[src/rtl/assert_macros.svh]
// ----------------------------------------------------------------------------
// Assertion macros
// Concurrent assertion wrappers; they compile to nothing under synthesis.
// ----------------------------------------------------------------------------
`ifndef ASSERT_MACROS_SVH
`define ASSERT_MACROS_SVH

`ifndef SYNTHESIS

`define ASSERT_NEVER(lbl, clk, rst_n, expr) \
    lbl: assert property (@(posedge clk) disable iff (!rst_n) !(expr)) \
        else $error("assertion failed: condition must never hold");

`define ASSERT_IMPLY(lbl, clk, rst_n, ante, cons) \
    lbl: assert property (@(posedge clk) disable iff (!rst_n) (ante) |-> (cons)) \
        else $error("assertion failed: implication violated");

`define ASSERT_NEXT(lbl, clk, rst_n, ante, cons) \
    lbl: assert property (@(posedge clk) disable iff (!rst_n) (ante) |=> (cons)) \
        else $error("assertion failed: next-cycle implication violated");

`else

`define ASSERT_NEVER(lbl, clk, rst_n, expr)
`define ASSERT_IMPLY(lbl, clk, rst_n, ante, cons)
`define ASSERT_NEXT(lbl, clk, rst_n, ante, cons)

`endif

`endif

[src/rtl/ntcl_pkg.sv]
// ----------------------------------------------------------------------------
// NTC linearizer package
// Shared widths, curve tables, queue item and status types.
// ----------------------------------------------------------------------------
package ntcl_pkg;

    localparam int AdcW        = 12;
    localparam int TempW       = 16;
    localparam int MvFull      = 3300;
    localparam int ScaledW     = 24;
    localparam int FailLimit   = 31;
    localparam int CurveLen    = 16;
    localparam int CurveIdxW   = 4;
    localparam int CurveMvW    = 12;
    localparam int CurveTempW  = 9;
    localparam int TempQ4W     = CurveTempW + 4;
    localparam int DtQ4W       = CurveTempW + 5;
    localparam int QuotW       = 16;
    localparam int QueueDepth  = 4;
    localparam int QueuePtrW   = 2;
    localparam int AddrW       = 3;
    localparam int DataW       = 32;

    localparam int TablePointsDef  = 16;
    localparam int AdcFullScaleDef = 4095;

    localparam logic RegSensorType = 1'b0;

    localparam logic signed [TempW-1:0] FailValue = {1'b0, {(TempW-1){1'b1}}};
    localparam logic signed [TempW-1:0] SatMax    = {1'b0, {(TempW-1){1'b1}}};
    localparam logic signed [TempW-1:0] SatMin    = {1'b1, {(TempW-1){1'b0}}};

    localparam logic signed [CurveTempW-1:0] CurveTemp [2][CurveLen] = '{
        '{-9'sd55, -9'sd50, -9'sd45, -9'sd40, -9'sd35, -9'sd30, -9'sd10, 9'sd10,
          9'sd40, 9'sd65, 9'sd85, 9'sd110, 9'sd135, 9'sd155, 9'sd155, 9'sd155},
        '{-9'sd55, -9'sd40, -9'sd30, -9'sd20, -9'sd10, 9'sd0, 9'sd10, 9'sd30,
          9'sd40, 9'sd60, 9'sd85, 9'sd110, 9'sd125, 9'sd126, 9'sd127, 9'sd128}
    };

    localparam logic [CurveMvW-1:0] CurveMv [2][CurveLen] = '{
        '{12'd3, 12'd5, 12'd7, 12'd11, 12'd15, 12'd21, 12'd73, 12'd217,
          12'd751, 12'd1550, 12'd2170, 12'd3030, 12'd3480, 12'd3740, 12'd3740, 12'd3740},
        '{12'd13, 12'd39, 12'd71, 12'd122, 12'd197, 12'd303, 12'd450, 12'd877,
          12'd1160, 12'd1810, 12'd2600, 12'd3200, 12'd3450, 12'd3500, 12'd3600, 12'd3700}
    };

    typedef struct packed {
        logic [ScaledW-1:0] scaled;
        logic               fail;
        logic               sel;
    } t_item;

    typedef struct packed {
        logic full;
        logic empty;
    } t_q_stat;

endpackage

[src/rtl/ntcl_if.sv]
// ----------------------------------------------------------------------------
// NTC linearizer channels
// Valid/ready channels for ADC sample beats and temperature result beats.
// ----------------------------------------------------------------------------
interface ntcl_in_if import ntcl_pkg::*; ();
    logic            valid;
    logic            ready;
    logic [AdcW-1:0] adc_sample;

    modport source (output valid, output adc_sample, input ready);
    modport sink (input valid, input adc_sample, output ready);
endinterface

interface ntcl_out_if import ntcl_pkg::*; ();
    logic                    valid;
    logic                    ready;
    logic signed [TempW-1:0] temperature_q4;
    logic                    sensor_fail;

    modport source (output valid, output temperature_q4, output sensor_fail, input ready);
    modport sink (input valid, input temperature_q4, input sensor_fail, output ready);
endinterface

[src/rtl/ntcl_front.sv]
// ----------------------------------------------------------------------------
// NTC linearizer front end
// Takes sample beats, flags faults, scales to millivolt units, feeds queue.
// ----------------------------------------------------------------------------
module ntcl_front import ntcl_pkg::*; (
    input  logic          i_clk,
    input  logic          i_rst_n,
    ntcl_in_if.sink       i_sample,
    input  logic          i_sensor_type,
    input  t_q_stat       i_q_stat,
    output logic          o_push,
    output t_item         o_item
);

    logic  r_v;
    t_item r_item;
    logic  w_acc;

    assign o_push         = r_v && !i_q_stat.full;
    assign i_sample.ready = !r_v || !i_q_stat.full;
    assign w_acc          = i_sample.valid && i_sample.ready;
    assign o_item         = r_item;

    always_ff @(posedge i_clk) begin
        if (!i_rst_n) begin
            r_v <= 1'b0;
        end else if (w_acc) begin
            r_v <= 1'b1;
        end else if (o_push) begin
            r_v <= 1'b0;
        end
    end

    always_ff @(posedge i_clk) begin
        if (w_acc) begin
            r_item.scaled <= ScaledW'(i_sample.adc_sample) * ScaledW'(MvFull);
            r_item.fail   <= i_sample.adc_sample < AdcW'(FailLimit);
            r_item.sel    <= i_sensor_type;
        end
    end

endmodule

[src/rtl/ntcl_queue.sv]
// ----------------------------------------------------------------------------
// NTC linearizer item queue
// Small FIFO that decouples the front end from the arithmetic back end.
// ----------------------------------------------------------------------------
module ntcl_queue import ntcl_pkg::*; (
    input  logic    i_clk,
    input  logic    i_rst_n,
    input  logic    i_push,
    input  t_item   i_item,
    input  logic    i_pop,
    output t_item   o_item,
    output t_q_stat o_stat
);

    t_item                r_mem [QueueDepth];
    logic [QueuePtrW-1:0] r_wr;
    logic [QueuePtrW-1:0] r_rd;
    logic [QueuePtrW:0]   r_cnt;

    assign o_item       = r_mem[r_rd];
    assign o_stat.full  = r_cnt == (QueuePtrW+1)'(QueueDepth);
    assign o_stat.empty = r_cnt == '0;

    always_ff @(posedge i_clk) begin
        if (!i_rst_n) begin
            r_wr  <= '0;
            r_rd  <= '0;
            r_cnt <= '0;
        end else begin
            if (i_push) begin
                r_wr <= r_wr + 1'b1;
            end
            if (i_pop) begin
                r_rd <= r_rd + 1'b1;
            end
            if (i_push && !i_pop) begin
                r_cnt <= r_cnt + 1'b1;
            end else if (!i_push && i_pop) begin
                r_cnt <= r_cnt - 1'b1;
            end
        end
    end

    always_ff @(posedge i_clk) begin
        if (i_push) begin
            r_mem[r_wr] <= i_item;
        end
    end

endmodule

[src/rtl/ntcl_back.sv]
// ----------------------------------------------------------------------------
// NTC linearizer back end
// Pipelined segment search, interpolation products and restoring divider.
// ----------------------------------------------------------------------------
module ntcl_back import ntcl_pkg::*; #(
    parameter int TABLE_POINTS   = TablePointsDef,
    parameter int ADC_FULL_SCALE = AdcFullScaleDef
) (
    input  logic       i_clk,
    input  logic       i_rst_n,
    input  t_item      i_item,
    input  t_q_stat    i_q_stat,
    output logic       o_pop,
    ntcl_out_if.source o_result
);

    localparam int NPts  = (TABLE_POINTS > CurveLen) ? CurveLen :
                           ((TABLE_POINTS < 2) ? 2 : TABLE_POINTS);
    localparam int Steps = $clog2(NPts - 1);
    localparam int FsW   = $clog2(ADC_FULL_SCALE + 1);
    localparam int MvfsW = CurveMvW + FsW;
    localparam int CmpW  = (MvfsW > ScaledW) ? MvfsW : ScaledW;
    localparam int DiffW = CmpW + 1;
    localparam int P1W   = TempQ4W + MvfsW + 1;
    localparam int P2W   = DtQ4W + DiffW;
    localparam int NumW  = ((P1W > P2W) ? P1W : P2W) + 1;
    localparam int WideW = (NumW > MvfsW + QuotW) ? NumW : MvfsW + QuotW;
    localparam int NStg  = Steps + 6 + QuotW;
    localparam logic [CurveIdxW-1:0] IdxTop = CurveIdxW'(NPts - 1);

    typedef struct packed {
        logic                       fail;
        logic                       flat;
        logic                       neg;
        logic                       ovf;
        logic signed [TempQ4W-1:0]  a16;
        logic [MvfsW-1:0]           den;
    } t_dcar;

    logic [NStg-1:0] r_v;
    logic            w_adv;

    // search stages
    t_item                r_s_item [Steps+1];
    logic [CurveIdxW-1:0] r_s_lo   [Steps+1];
    logic [CurveIdxW-1:0] r_s_hi   [Steps+1];

    // segment lookup stage
    logic [CurveIdxW-1:0]         w_hi;
    logic [CurveIdxW-1:0]         w_lo;
    logic                         w_sel;
    logic [CurveMvW-1:0]          w_v0;
    logic [CurveMvW-1:0]          w_v1;
    logic signed [CurveTempW-1:0] w_t0;
    logic signed [CurveTempW-1:0] w_t1;
    logic signed [CurveTempW:0]   w_dt;
    logic [MvfsW-1:0]             w_v0fs;
    logic [MvfsW-1:0]             w_den;
    logic signed [DiffW-1:0]      w_diff;

    logic signed [TempQ4W-1:0] r_l_a16;
    logic signed [DtQ4W-1:0]   r_l_dt16;
    logic signed [DiffW-1:0]   r_l_diff;
    logic [MvfsW-1:0]          r_l_den;
    logic                      r_l_fail;
    logic                      r_l_flat;

    // product stage
    logic signed [P1W-1:0]     r_m_p1;
    logic signed [P2W-1:0]     r_m_p2;
    logic signed [TempQ4W-1:0] r_m_a16;
    logic [MvfsW-1:0]          r_m_den;
    logic                      r_m_fail;
    logic                      r_m_flat;

    // numerator stage
    logic signed [NumW-1:0]    w_num;
    logic [WideW-1:0]          r_n_mag;
    logic                      r_n_neg;
    logic signed [TempQ4W-1:0] r_n_a16;
    logic [MvfsW-1:0]          r_n_den;
    logic                      r_n_fail;
    logic                      r_n_flat;

    // divider stages
    logic [WideW-1:0] r_d_rem [QuotW+1];
    logic [QuotW-1:0] r_d_q   [QuotW+1];
    t_dcar            r_d_car [QuotW+1];

    // result
    logic signed [TempW-1:0] r_o_temp;
    logic                    r_o_fail;
    logic signed [TempW-1:0] n_o_temp;
    logic [QuotW-1:0]        w_qm;
    t_dcar                   w_fc;

    assign w_adv = !r_v[NStg-1] || o_result.ready;
    assign o_pop = w_adv && !i_q_stat.empty;

    assign o_result.valid          = r_v[NStg-1];
    assign o_result.temperature_q4 = r_o_temp;
    assign o_result.sensor_fail    = r_o_fail;

    always_ff @(posedge i_clk) begin
        if (!i_rst_n) begin
            r_v <= '0;
        end else if (w_adv) begin
            r_v <= {r_v[NStg-2:0], o_pop};
        end
    end

    always_ff @(posedge i_clk) begin
        if (w_adv) begin
            r_s_item[0] <= i_item;
            r_s_lo[0]   <= '0;
            r_s_hi[0]   <= IdxTop;
        end
    end

    for (genvar k = 0; k < Steps; k++) begin : g_search
        logic [CurveIdxW:0]   w_sum;
        logic [CurveIdxW-1:0] w_mid;
        logic                 w_on;
        logic [MvfsW-1:0]     w_thr;
        logic                 w_ge;

        assign w_sum = {1'b0, r_s_lo[k]} + {1'b0, r_s_hi[k]};
        assign w_mid = w_sum[CurveIdxW:1];
        assign w_on  = ({1'b0, r_s_lo[k]} + 1'b1) < {1'b0, r_s_hi[k]};
        assign w_thr = MvfsW'(CurveMv[r_s_item[k].sel][w_mid]) * MvfsW'(ADC_FULL_SCALE);
        assign w_ge  = CmpW'(r_s_item[k].scaled) >= CmpW'(w_thr);

        always_ff @(posedge i_clk) begin
            if (w_adv) begin
                r_s_item[k+1] <= r_s_item[k];
                r_s_lo[k+1]   <= (w_on && w_ge) ? w_mid : r_s_lo[k];
                r_s_hi[k+1]   <= (w_on && !w_ge) ? w_mid : r_s_hi[k];
            end
        end
    end

    assign w_hi   = r_s_hi[Steps];
    assign w_lo   = w_hi - 1'b1;
    assign w_sel  = r_s_item[Steps].sel;
    assign w_v0   = CurveMv[w_sel][w_lo];
    assign w_v1   = CurveMv[w_sel][w_hi];
    assign w_t0   = CurveTemp[w_sel][w_lo];
    assign w_t1   = CurveTemp[w_sel][w_hi];
    assign w_dt   = $signed({w_t1[CurveTempW-1], w_t1}) - $signed({w_t0[CurveTempW-1], w_t0});
    assign w_v0fs = MvfsW'(w_v0) * MvfsW'(ADC_FULL_SCALE);
    assign w_den  = MvfsW'(w_v1 - w_v0) * MvfsW'(ADC_FULL_SCALE);
    assign w_diff = $signed({1'b0, CmpW'(r_s_item[Steps].scaled)})
                  - $signed({1'b0, CmpW'(w_v0fs)});

    always_ff @(posedge i_clk) begin
        if (w_adv) begin
            r_l_a16  <= $signed({w_t0, 4'b0000});
            r_l_dt16 <= $signed({w_dt, 4'b0000});
            r_l_diff <= w_diff;
            r_l_den  <= w_den;
            r_l_fail <= r_s_item[Steps].fail;
            r_l_flat <= w_v1 == w_v0;
        end
    end

    always_ff @(posedge i_clk) begin
        if (w_adv) begin
            r_m_p1   <= r_l_a16 * $signed({1'b0, r_l_den});
            r_m_p2   <= r_l_dt16 * r_l_diff;
            r_m_a16  <= r_l_a16;
            r_m_den  <= r_l_den;
            r_m_fail <= r_l_fail;
            r_m_flat <= r_l_flat;
        end
    end

    assign w_num = NumW'(r_m_p1) + NumW'(r_m_p2);

    always_ff @(posedge i_clk) begin
        if (w_adv) begin
            r_n_neg  <= w_num[NumW-1];
            r_n_mag  <= WideW'($unsigned(w_num[NumW-1] ? -w_num : w_num));
            r_n_a16  <= r_m_a16;
            r_n_den  <= r_m_den;
            r_n_fail <= r_m_fail;
            r_n_flat <= r_m_flat;
        end
    end

    always_ff @(posedge i_clk) begin
        if (w_adv) begin
            r_d_rem[0]      <= r_n_mag;
            r_d_q[0]        <= '0;
            r_d_car[0].fail <= r_n_fail;
            r_d_car[0].flat <= r_n_flat;
            r_d_car[0].neg  <= r_n_neg;
            r_d_car[0].ovf  <= (r_n_mag >> QuotW) >= WideW'(r_n_den);
            r_d_car[0].a16  <= r_n_a16;
            r_d_car[0].den  <= r_n_den;
        end
    end

    for (genvar k = 0; k < QuotW; k++) begin : g_div
        localparam int Sh = QuotW - 1 - k;
        logic [WideW-1:0] w_sub;
        logic             w_ge;

        assign w_sub = WideW'(r_d_car[k].den) << Sh;
        assign w_ge  = r_d_rem[k] >= w_sub;

        always_ff @(posedge i_clk) begin
            if (w_adv) begin
                r_d_rem[k+1] <= w_ge ? r_d_rem[k] - w_sub : r_d_rem[k];
                r_d_q[k+1]   <= {r_d_q[k][QuotW-2:0], w_ge};
                r_d_car[k+1] <= r_d_car[k];
            end
        end
    end

    assign w_qm = r_d_q[QuotW];
    assign w_fc = r_d_car[QuotW];

    always_comb begin
        n_o_temp = TempW'(w_qm);
        if (w_fc.fail) begin
            n_o_temp = FailValue;
        end else if (w_fc.flat) begin
            n_o_temp = TempW'(w_fc.a16);
        end else if (w_fc.neg) begin
            if (w_fc.ovf || (w_qm > QuotW'($unsigned(SatMin)))) begin
                n_o_temp = SatMin;
            end else begin
                n_o_temp = $signed(TempW'(~w_qm + 1'b1));
            end
        end else if (w_fc.ovf || (w_qm > QuotW'($unsigned(SatMax)))) begin
            n_o_temp = SatMax;
        end
    end

    always_ff @(posedge i_clk) begin
        if (w_adv) begin
            r_o_temp <= n_o_temp;
            r_o_fail <= w_fc.fail;
        end
    end

endmodule

[src/rtl/ntc_thermistor_linearizer_unit.sv]
// Throughput: one sample beat per cycle while o_result is ready, set by the fully
//   pipelined 4-step segment search and the 16-stage restoring divider.
// Reset: synchronous active low; clears all valid flags and queue pointers,
//   and selects sensor curve 0.
// ----------------------------------------------------------------------------
// NTC thermistor linearizer
// Converts ADC samples to Q12.4 temperature through curve table interpolation.
// ----------------------------------------------------------------------------
`include "assert_macros.svh"

module ntc_thermistor_linearizer_unit import ntcl_pkg::*; #(
    parameter int TABLE_POINTS   = TablePointsDef,
    parameter int ADC_FULL_SCALE = AdcFullScaleDef
) (
    input  logic             i_clk,
    input  logic             i_rst_n,
    input  logic             psel,
    input  logic             penable,
    input  logic             pwrite,
    input  logic [AddrW-1:0] paddr,
    input  logic [DataW-1:0] pwdata,
    output logic [DataW-1:0] prdata,
    output logic             pready,
    ntcl_in_if.sink          i_sample,
    ntcl_out_if.source       o_result
);

    logic    r_sensor_type;
    logic    w_wr;
    logic    w_push;
    logic    w_pop;
    t_item   w_f_item;
    t_item   w_q_item;
    t_q_stat w_q_stat;

    assign pready = 1'b1;
    assign w_wr   = psel && penable && pwrite && pready && (paddr[AddrW-1] == RegSensorType);
    assign prdata = (paddr[AddrW-1] == RegSensorType) ? DataW'(r_sensor_type) : '0;

    always_ff @(posedge i_clk) begin
        if (!i_rst_n) begin
            r_sensor_type <= 1'b0;
        end else if (w_wr) begin
            r_sensor_type <= pwdata[0];
        end
    end

    ntcl_front u_front (
        .i_clk         (i_clk),
        .i_rst_n       (i_rst_n),
        .i_sample      (i_sample),
        .i_sensor_type (r_sensor_type),
        .i_q_stat      (w_q_stat),
        .o_push        (w_push),
        .o_item        (w_f_item)
    );

    ntcl_queue u_queue (
        .i_clk   (i_clk),
        .i_rst_n (i_rst_n),
        .i_push  (w_push),
        .i_item  (w_f_item),
        .i_pop   (w_pop),
        .o_item  (w_q_item),
        .o_stat  (w_q_stat)
    );

    ntcl_back #(
        .TABLE_POINTS   (TABLE_POINTS),
        .ADC_FULL_SCALE (ADC_FULL_SCALE)
    ) u_back (
        .i_clk    (i_clk),
        .i_rst_n  (i_rst_n),
        .i_item   (w_q_item),
        .i_q_stat (w_q_stat),
        .o_pop    (w_pop),
        .o_result (o_result)
    );

    `ASSERT_NEVER(a_q_overrun, i_clk, i_rst_n, w_push && w_q_stat.full)
    `ASSERT_NEVER(a_q_underrun, i_clk, i_rst_n, w_pop && w_q_stat.empty)
    `ASSERT_IMPLY(a_fail_value, i_clk, i_rst_n, o_result.valid && o_result.sensor_fail, o_result.temperature_q4 == FailValue)
    `ASSERT_NEXT(a_cfg_write, i_clk, i_rst_n, w_wr, r_sensor_type == $past(pwdata[0]))

endmodule
[src/flat_wrapper.sv]
// flat-port wrapper written by rule: the top's interface ports become plain ports
module ntc_thermistor_linearizer_unit_flat import ntcl_pkg::*;
#(
    parameter int TABLE_POINTS   = TablePointsDef,
    parameter int ADC_FULL_SCALE = AdcFullScaleDef
)
  (i_clk, i_rst_n, psel, penable, pwrite, paddr, pwdata, prdata, pready, i_sample_valid, i_sample_adc_sample, i_sample_ready, o_result_valid, o_result_temperature_q4, o_result_sensor_fail, o_result_ready);
  ntcl_in_if i_sample_i ();
  ntcl_out_if o_result_i ();
  input  logic i_clk;
  input  logic i_rst_n;
  input  logic psel;
  input  logic penable;
  input  logic pwrite;
  input  logic [AddrW-1:0] paddr;
  input  logic [DataW-1:0] pwdata;
  output logic [DataW-1:0] prdata;
  output logic pready;
  input wire logic [$bits(i_sample_i.valid)-1:0] i_sample_valid;
  input wire logic [$bits(i_sample_i.adc_sample)-1:0] i_sample_adc_sample;
  output wire logic [$bits(i_sample_i.ready)-1:0] i_sample_ready;
  output wire logic [$bits(o_result_i.valid)-1:0] o_result_valid;
  output wire logic [$bits(o_result_i.temperature_q4)-1:0] o_result_temperature_q4;
  output wire logic [$bits(o_result_i.sensor_fail)-1:0] o_result_sensor_fail;
  input wire logic [$bits(o_result_i.ready)-1:0] o_result_ready;
  assign i_sample_i.valid = i_sample_valid;
  assign i_sample_i.adc_sample = i_sample_adc_sample;
  assign i_sample_ready = i_sample_i.ready;
  assign o_result_valid = o_result_i.valid;
  assign o_result_temperature_q4 = o_result_i.temperature_q4;
  assign o_result_sensor_fail = o_result_i.sensor_fail;
  assign o_result_i.ready = o_result_ready;
  ntc_thermistor_linearizer_unit #(.TABLE_POINTS(TABLE_POINTS), .ADC_FULL_SCALE(ADC_FULL_SCALE)) u_core (.i_clk(i_clk), .i_rst_n(i_rst_n), .psel(psel), .penable(penable), .pwrite(pwrite), .paddr(paddr), .pwdata(pwdata), .prdata(prdata), .pready(pready), .i_sample(i_sample_i), .o_result(o_result_i));
endmodule
[config.mk]
export PLATFORM = sky130hd
export DESIGN_NAME = ntc_thermistor_linearizer_unit_flat
export DESIGN_NICKNAME = d
export VERILOG_FILES = /design/src/rtl/ntcl_pkg.sv /design/src/rtl/ntcl_if.sv /design/src/rtl/ntcl_front.sv /design/src/rtl/ntcl_queue.sv /design/src/rtl/ntcl_back.sv /design/src/rtl/ntc_thermistor_linearizer_unit.sv /design/src/flat_wrapper.sv
export VERILOG_INCLUDE_DIRS = /design/src /design/src/rtl
export SDC_FILE = /design/constraint.sdc
export NUM_CORES = 2
export LEC_CHECK = 0
export ABC_CLOCK_PERIOD_IN_PS = 77400
export BUFFER_PORTS_ARGS = -buffer_cell sky130_fd_sc_hd__buf_2
export CAP_MARGIN = 20
export CORE_MARGIN = 5
export CORE_UTILIZATION = 50
export CTS_BUF_LIST = sky130_fd_sc_hd__clkbuf_2
export DETAILED_ROUTE_END_ITERATION = 16
export PLACE_DENSITY_LB_ADDON = 0.15
export SLEW_MARGIN = 20
export SYNTH_ARGS = -nofsm -noshare
export SYNTH_HDL_FRONTEND = slang
export SYNTH_SLANG_ARGS = --single-unit
[constraint.sdc]
create_clock -name i_clk -period 77.4 [get_ports i_clk]
set_clock_uncertainty 0.15 [all_clocks]
set_input_delay 7.74 -clock i_clk [delete_from_list [all_inputs] [get_ports i_clk]]
set_output_delay 7.74 -clock i_clk [all_outputs]
set_load 0.05 [all_outputs]
== After elaboration in Yosys (flattened, before gate mapping) ==
Memories as Yosys holds them, arrays and structs flattened. A register that Yosys moved wholly into a read port is not among the register bits.
Cells that the tools add are included.
Widths: inputs -> output; s select.
Storage, ports and cells
  bits in registers: 326
  bits in latches: 0
  memory bits (writable): 1915
  bits in read-only memories: 0
  bits of input ports: 54
  output and inout port bits: 52
  word-level logic and storage cells: 250
  memories kept: 7
Operators by class
  $add $sub $neg: 35
  multiply operators: 9
  divide/modulo/power cells: 0
  order comparisons: 39
  equal/unequal tests: 2
  shift-type cells: 0
  mux-type cells: 82
  bitwise gates (word level): 13
  reductions and logical operators: 33
Memory list
  u_core.u_back.r_d_car: words 17, width 41, rd ports 17, clocked after memory_dff 0, wr ports 17, RTL line ntcl_back.sv:88  | t_dcar r_d_car [QuotW+1];
  u_core.u_back.r_d_rem: words 17, width 40, rd ports 16, clocked after memory_dff 0, wr ports 17, RTL line ntcl_back.sv:86  | logic [WideW-1:0] r_d_rem [QuotW+1];
  u_core.u_back.r_d_q: words 17, width 16, rd ports 17, clocked after memory_dff 0, wr ports 17, RTL line ntcl_back.sv:87  | logic [QuotW-1:0] r_d_q [QuotW+1];
  u_core.u_back.r_s_item: words 5, width 26, rd ports 5, clocked after memory_dff 0, wr ports 5, RTL line ntcl_back.sv:44  | t_item r_s_item [Steps+1];
  u_core.u_queue.r_mem: words 4, width 24, rd ports 1, clocked after memory_dff 1, wr ports 1, RTL line ntcl_queue.sv:15  | t_item r_mem [QueueDepth];
  u_core.u_back.r_s_hi: words 5, width 4, rd ports 5, clocked after memory_dff 0, wr ports 5, RTL line ntcl_back.sv:46  | logic [CurveIdxW-1:0] r_s_hi [Steps+1];
  1 more memories
Operators with widths (number)
  $mux 192: 10
  $mux 184: 5
  $mux 40: 16
  $bmux 12 s4: 6
  $mux 144: 2
  $mux 12: 12
  $mux 131: 1
  $ge 24x24->1: 5
  $mul 12x12->24 const B: 5
  $bmux 9 s4: 2
  $mux 16: 4
  $add 38x39->40: 1
  $ge 40x24->1: 1
  $ge 40x25->1: 1
  $ge 40x26->1: 1
  $ge 40x27->1: 1
  $ge 40x28->1: 1
  $ge 40x29->1: 1
  $ge 40x30->1: 1
  $ge 40x31->1: 1
  $ge 40x32->1: 1
  $ge 40x33->1: 1
  $ge 40x34->1: 1
  $ge 40x35->1: 1
  other kinds (58): 132

== Longest topological paths before layout ==
An unclocked memory read counts as a cell.
  depth after elaboration: 13
  gate-level depth with buffers: 41
  mapped depth without buffers: 39

== By module ==
From an unflattened synthesis, not the netlist that was laid out.
Unflattened totals
  cells, all modules: 11126
  area, all modules: 126938.0 µm²
Modules (own cells, without submodules)
  ntcl_back: times used 1, cells an instance 10608, area an instance 119140.5 µm², sequential area each 52620.5 µm²
  ntcl_queue: times used 1, cells an instance 179, area an instance 4242.8 µm², sequential area each 3303.2 µm²
  ntcl_front: times used 1, cells an instance 299, area an instance 3239.4 µm², sequential area each 740.7 µm²
  ntc_thermistor_linearizer_unit: times used 1, cells an instance 40, area an instance 315.3 µm², sequential area each 20.0 µm²

== Least setup slack after synthesis ==
OpenSTA, ideal clock, no wires.
  kind: in2reg
  start: input o_result_ready
  end: register u_core.u_back.r_o_fail, in the netlist u_core.u_back.o_result.sensor_fail, enable pin
  setup time: 2759 ps
  arrival time: 54553 ps
  data required time: 74491 ps
  setup slack: 19938 ps
  cell stages on the path: 4
  buffers on the path: 2
  cells stage by stage: nor2b_1 -> clkbuf_1 -> clkinv_1 -> clkbuf_1
Between the ends
  word-level cells in the longest chain between the ends: 1
RTL lines
  start: declaration: RTL line flat_wrapper.sv:25  | input wire logic [$bits(o_result_i.ready)-1:0] o_result_ready;
  $logic_or 1x1->1: RTL line ntcl_back.sv:97  | assign w_adv = !r_v[NStg-1] || o_result.ready;
  via u_core.u_back.w_adv: RTL line ntcl_back.sv:41  | logic w_adv;
  end signal: assignment: RTL line ntcl_back.sv:243  | r_o_fail <= w_fc.fail;
  end: declaration: RTL line ntcl_back.sv:92  | logic r_o_fail;
The timed path passes the listed nets, and every way through them passes these cells.
A chain may end at the register's enable or synchronous reset.

== Final worst setup path ==
  start: input paddr[2]
  end: output prdata[0]
Between the ends
  word-level cells in the longest chain between the ends: 1
RTL lines
  start: declaration: RTL line flat_wrapper.sv:15  | input logic [AddrW-1:0] paddr;
  $mux 1: RTL line ntc_thermistor_linearizer_unit.sv:38  | assign prdata = (paddr[AddrW-1] == RegSensorType) ? DataW'(r_sensor_type) : '0;
  end: declaration: RTL line flat_wrapper.sv:17  | output logic [DataW-1:0] prdata;
No other way between the ends.

==> results.md <==
- Outcome: finished clean
- Post-Layout Cell Count: 14,750
- Root Buffer: clkbuf_2
- Grt ovf: 0
- Max Cap Viol: 0
- Most frequent cells in the layout: edfxtp_1 (1,844), inv_1 (1,440), ha_1 (1,070), nand2_1 (795), fa_1 (727)
- Detailed placement HPWL: 201.6 mm
- Total global routing track utilization: 20.64%
- Initial antenna violation count: 7
- DRC: 0
- CTS tree: built
- Clk_lat worst skew: 1.73 ns
- # IOs: 106
- CTS H-tree depth: 5
- Cell Area, Synth: 123,600 µm²
- DR vias: 80,260
- Startpoint Class: input port
- CTS Buf Count: 482
- Synth-to-layout area growth: 6.717%
- Die width: 507.3 µm
- CTS resizes: 0
- Crit path buffers/inverters: 2
- Layout cells sized above 1: 9.014%
- Commonest non-fill, non-tap cell in the layout: edfxtp_1
- Post-synth cell types: 106
- Critical Path Max Stage Delay: 0.27 ns
- Row Count: 182
- WHS: 0.1196 ns
- CP most frequent cell: buf_2
- Final period utilization: 20.79%
- Routed Antenna Nets: 0
- Crit path DAT: 8.20 ns
- Main flop type after synthesis: edfxtp_1
- Full die area: 257,300 µm²
- CP delay by family, top: buffers and inverters
- Pin count of the biggest net entering global routing: 201
- Setup_tns: 0 ns
- Post CTS Setup Buffer Count: 0
- Worst EP required: 69.51 ns
- Final net count: 13,000
- Final setup vio count: 0
- Hold Fails Final Rpt: 0
- Post-synth EDFFs: 1,844
- Num Clock Sinks: 1,881
- Detailed Routing Iterations Pass 1: 7
- CP max FO: 2
- Initial DRC count: 5,173
- Fill cells: 21,470
- Sequential fraction of the synthesis area: 45.38%
- Fmax: 62.14 MHz
- Placed insts: 13,880
- CP max stage cell: buf_2
- Yosys warning count: 0
- First-pass GRT wire length: 432.1 mm
- WS Path Type: in2out
- Post-CTS Hold Buffers: 0
- Worst Hold Class: reg2reg
- Via/cell ratio: 5.443
- RSZ-0062 raised after global routing: false
- Gate Count Post-Synth: 10,780
- Worst path cell trace: buf_2, nor2b_1, buf_2
- Core area: 245,900 µm²
- Total wire length: 266.2 mm
- Number of global-route vias before repair: 82,310
- FF+latch count, synth: 1,881
- Reg clk slew, reported paths: 0.10 ns
- Clock Tree Buf Depth: 4
- WL/cell: 18.05 µm
- Ys async rst share: 0%
- RD Place Congestion: 0.9223
- Starting Density: 50.27%
- Tmin final: 16.09 ns
- Final Max Slew Viols: 0
- Max_slew headroom: 23.40%
- Die outline height: 507.3 µm
- Port bufs: 40
- Worst-Margin Slew: 1.134 ns
- Synth Area per Inst: 11.47 µm²
- Crit end category: output pin
[state kept, by name (all words and copies together), names as in the netlist, 25 cells and up, named ones only]
register / flops
u_core.u_back.r_s_item: 120
u_core.u_back.r_d_rem: 582
u_core.u_back.r_d_car: 605
u_core.u_back.r_v: 26
u_core.u_back.r_n_mag: 36
u_core.u_queue.r_mem: 96
u_core.u_back.r_m_p1: 34
u_core.u_back.r_l_diff: 25
u_core.u_back.r_m_p2: 35
u_core.u_back.r_d_q: 136
[per-layer routing]
metal | wire length [µm] | vias to the layer above | part of all wire (%) | track usage, %
li1 | - | 38730 | - | -
met1 | 117500 | 39190 | 44 | 27.63
met2 | 129300 | 1858 | 49 | 34.91
met3 | 11940 | 489 | 4.5 | 3.021
met4 | 7470 | 2 | 2.8 | 6.377
met5 | 13 | - | 0.0049 | 0
[path summary, 6_finish.rpt]
check | startpoint | to | slack, ns | cells past startpoint
worst min register to register | u_core.u_back.r_d_car[0][193]$_DFFE_PP_ | u_core.u_back.r_d_car[0][234]$_DFFE_PP_ | 0.12 | 0
worst max register to register | u_core.u_back.r_s_hi[0][16]$_DFFE_PP_ | u_core.u_back.r_l_den[23]$_DFFE_PP_ | 66.37 | 34
worst min-delay path | u_core.u_back.r_d_car[0][193]$_DFFE_PP_ | u_core.u_back.r_d_car[0][234]$_DFFE_PP_ | 0.12 | 0
worst max-delay path | paddr[2] | prdata[0] | 61.31 | 3
[cell usage after synthesis (141+ instances only)]
cell      instances  area share (%)
nand2_1         795             2.4
fa_1            727              12
o21ai_0         491             2.0
edfxtp_1       1844              45
and2_1          230             1.2
xor2_1          277             2.0
a21oi_1         666             2.7
a21o_1          278             1.7
inv_1          1440             4.4
xnor2_1         412             2.9
nor3_1          159            0.64
clkbuf_1        221            0.67
nand2b_1        141            0.71
nor2_1          491             1.5
ha_1           1070              11
[metrics by stage]
stage / area (µm²) / setup slack [ns] / util [%]
after floorplan: 123800 / 19.94 / -
after detailed placement: 127500 / 61.31 / 51.84
after CTS: 131900 / 61.31 / 53.61
after global routing: 131900 / 61.27 / 53.65
final: 131900 / 61.31 / 53.65
after global placement: 127500 / 61.30 / 51.84
[final cells by class]
| class | count | area [µm²] | share of cell area (%) |
|---|---|---|---|
| multi-input cells | 7220 | 61130 | 46.33 |
| repair buffers | 119 | 874.6 | 0.6628 |
| inverters | 1444 | 5428 | 4.113 |
| clock buffers | 667 | 3338 | 2.530 |
| diodes | 10 | 25.02 | 0.01896 |
| flip-flops and latches | 1881 | 56110 | 42.53 |
| clock inverters | 184 | 1013 | 0.7681 |
| well taps | 3220 | 4029 | 3.053 |
[logic make-up after synthesis]
family          Yosys count  share of synthesized area (%)
other cells               2                       0.006074
mux                     120                          1.281
buf+inv                1720                          5.330
fa+ha+maj              1800                          22.62
simple gates           2445                          9.650
compound gates         2125                          10.82
flops                  1881                          45.38
xor+xnor                690                          4.903
Power is left out: the tool's default activity adds up to more than one toggle a clock period on the data nets, which glitch-free logic cannot reach.
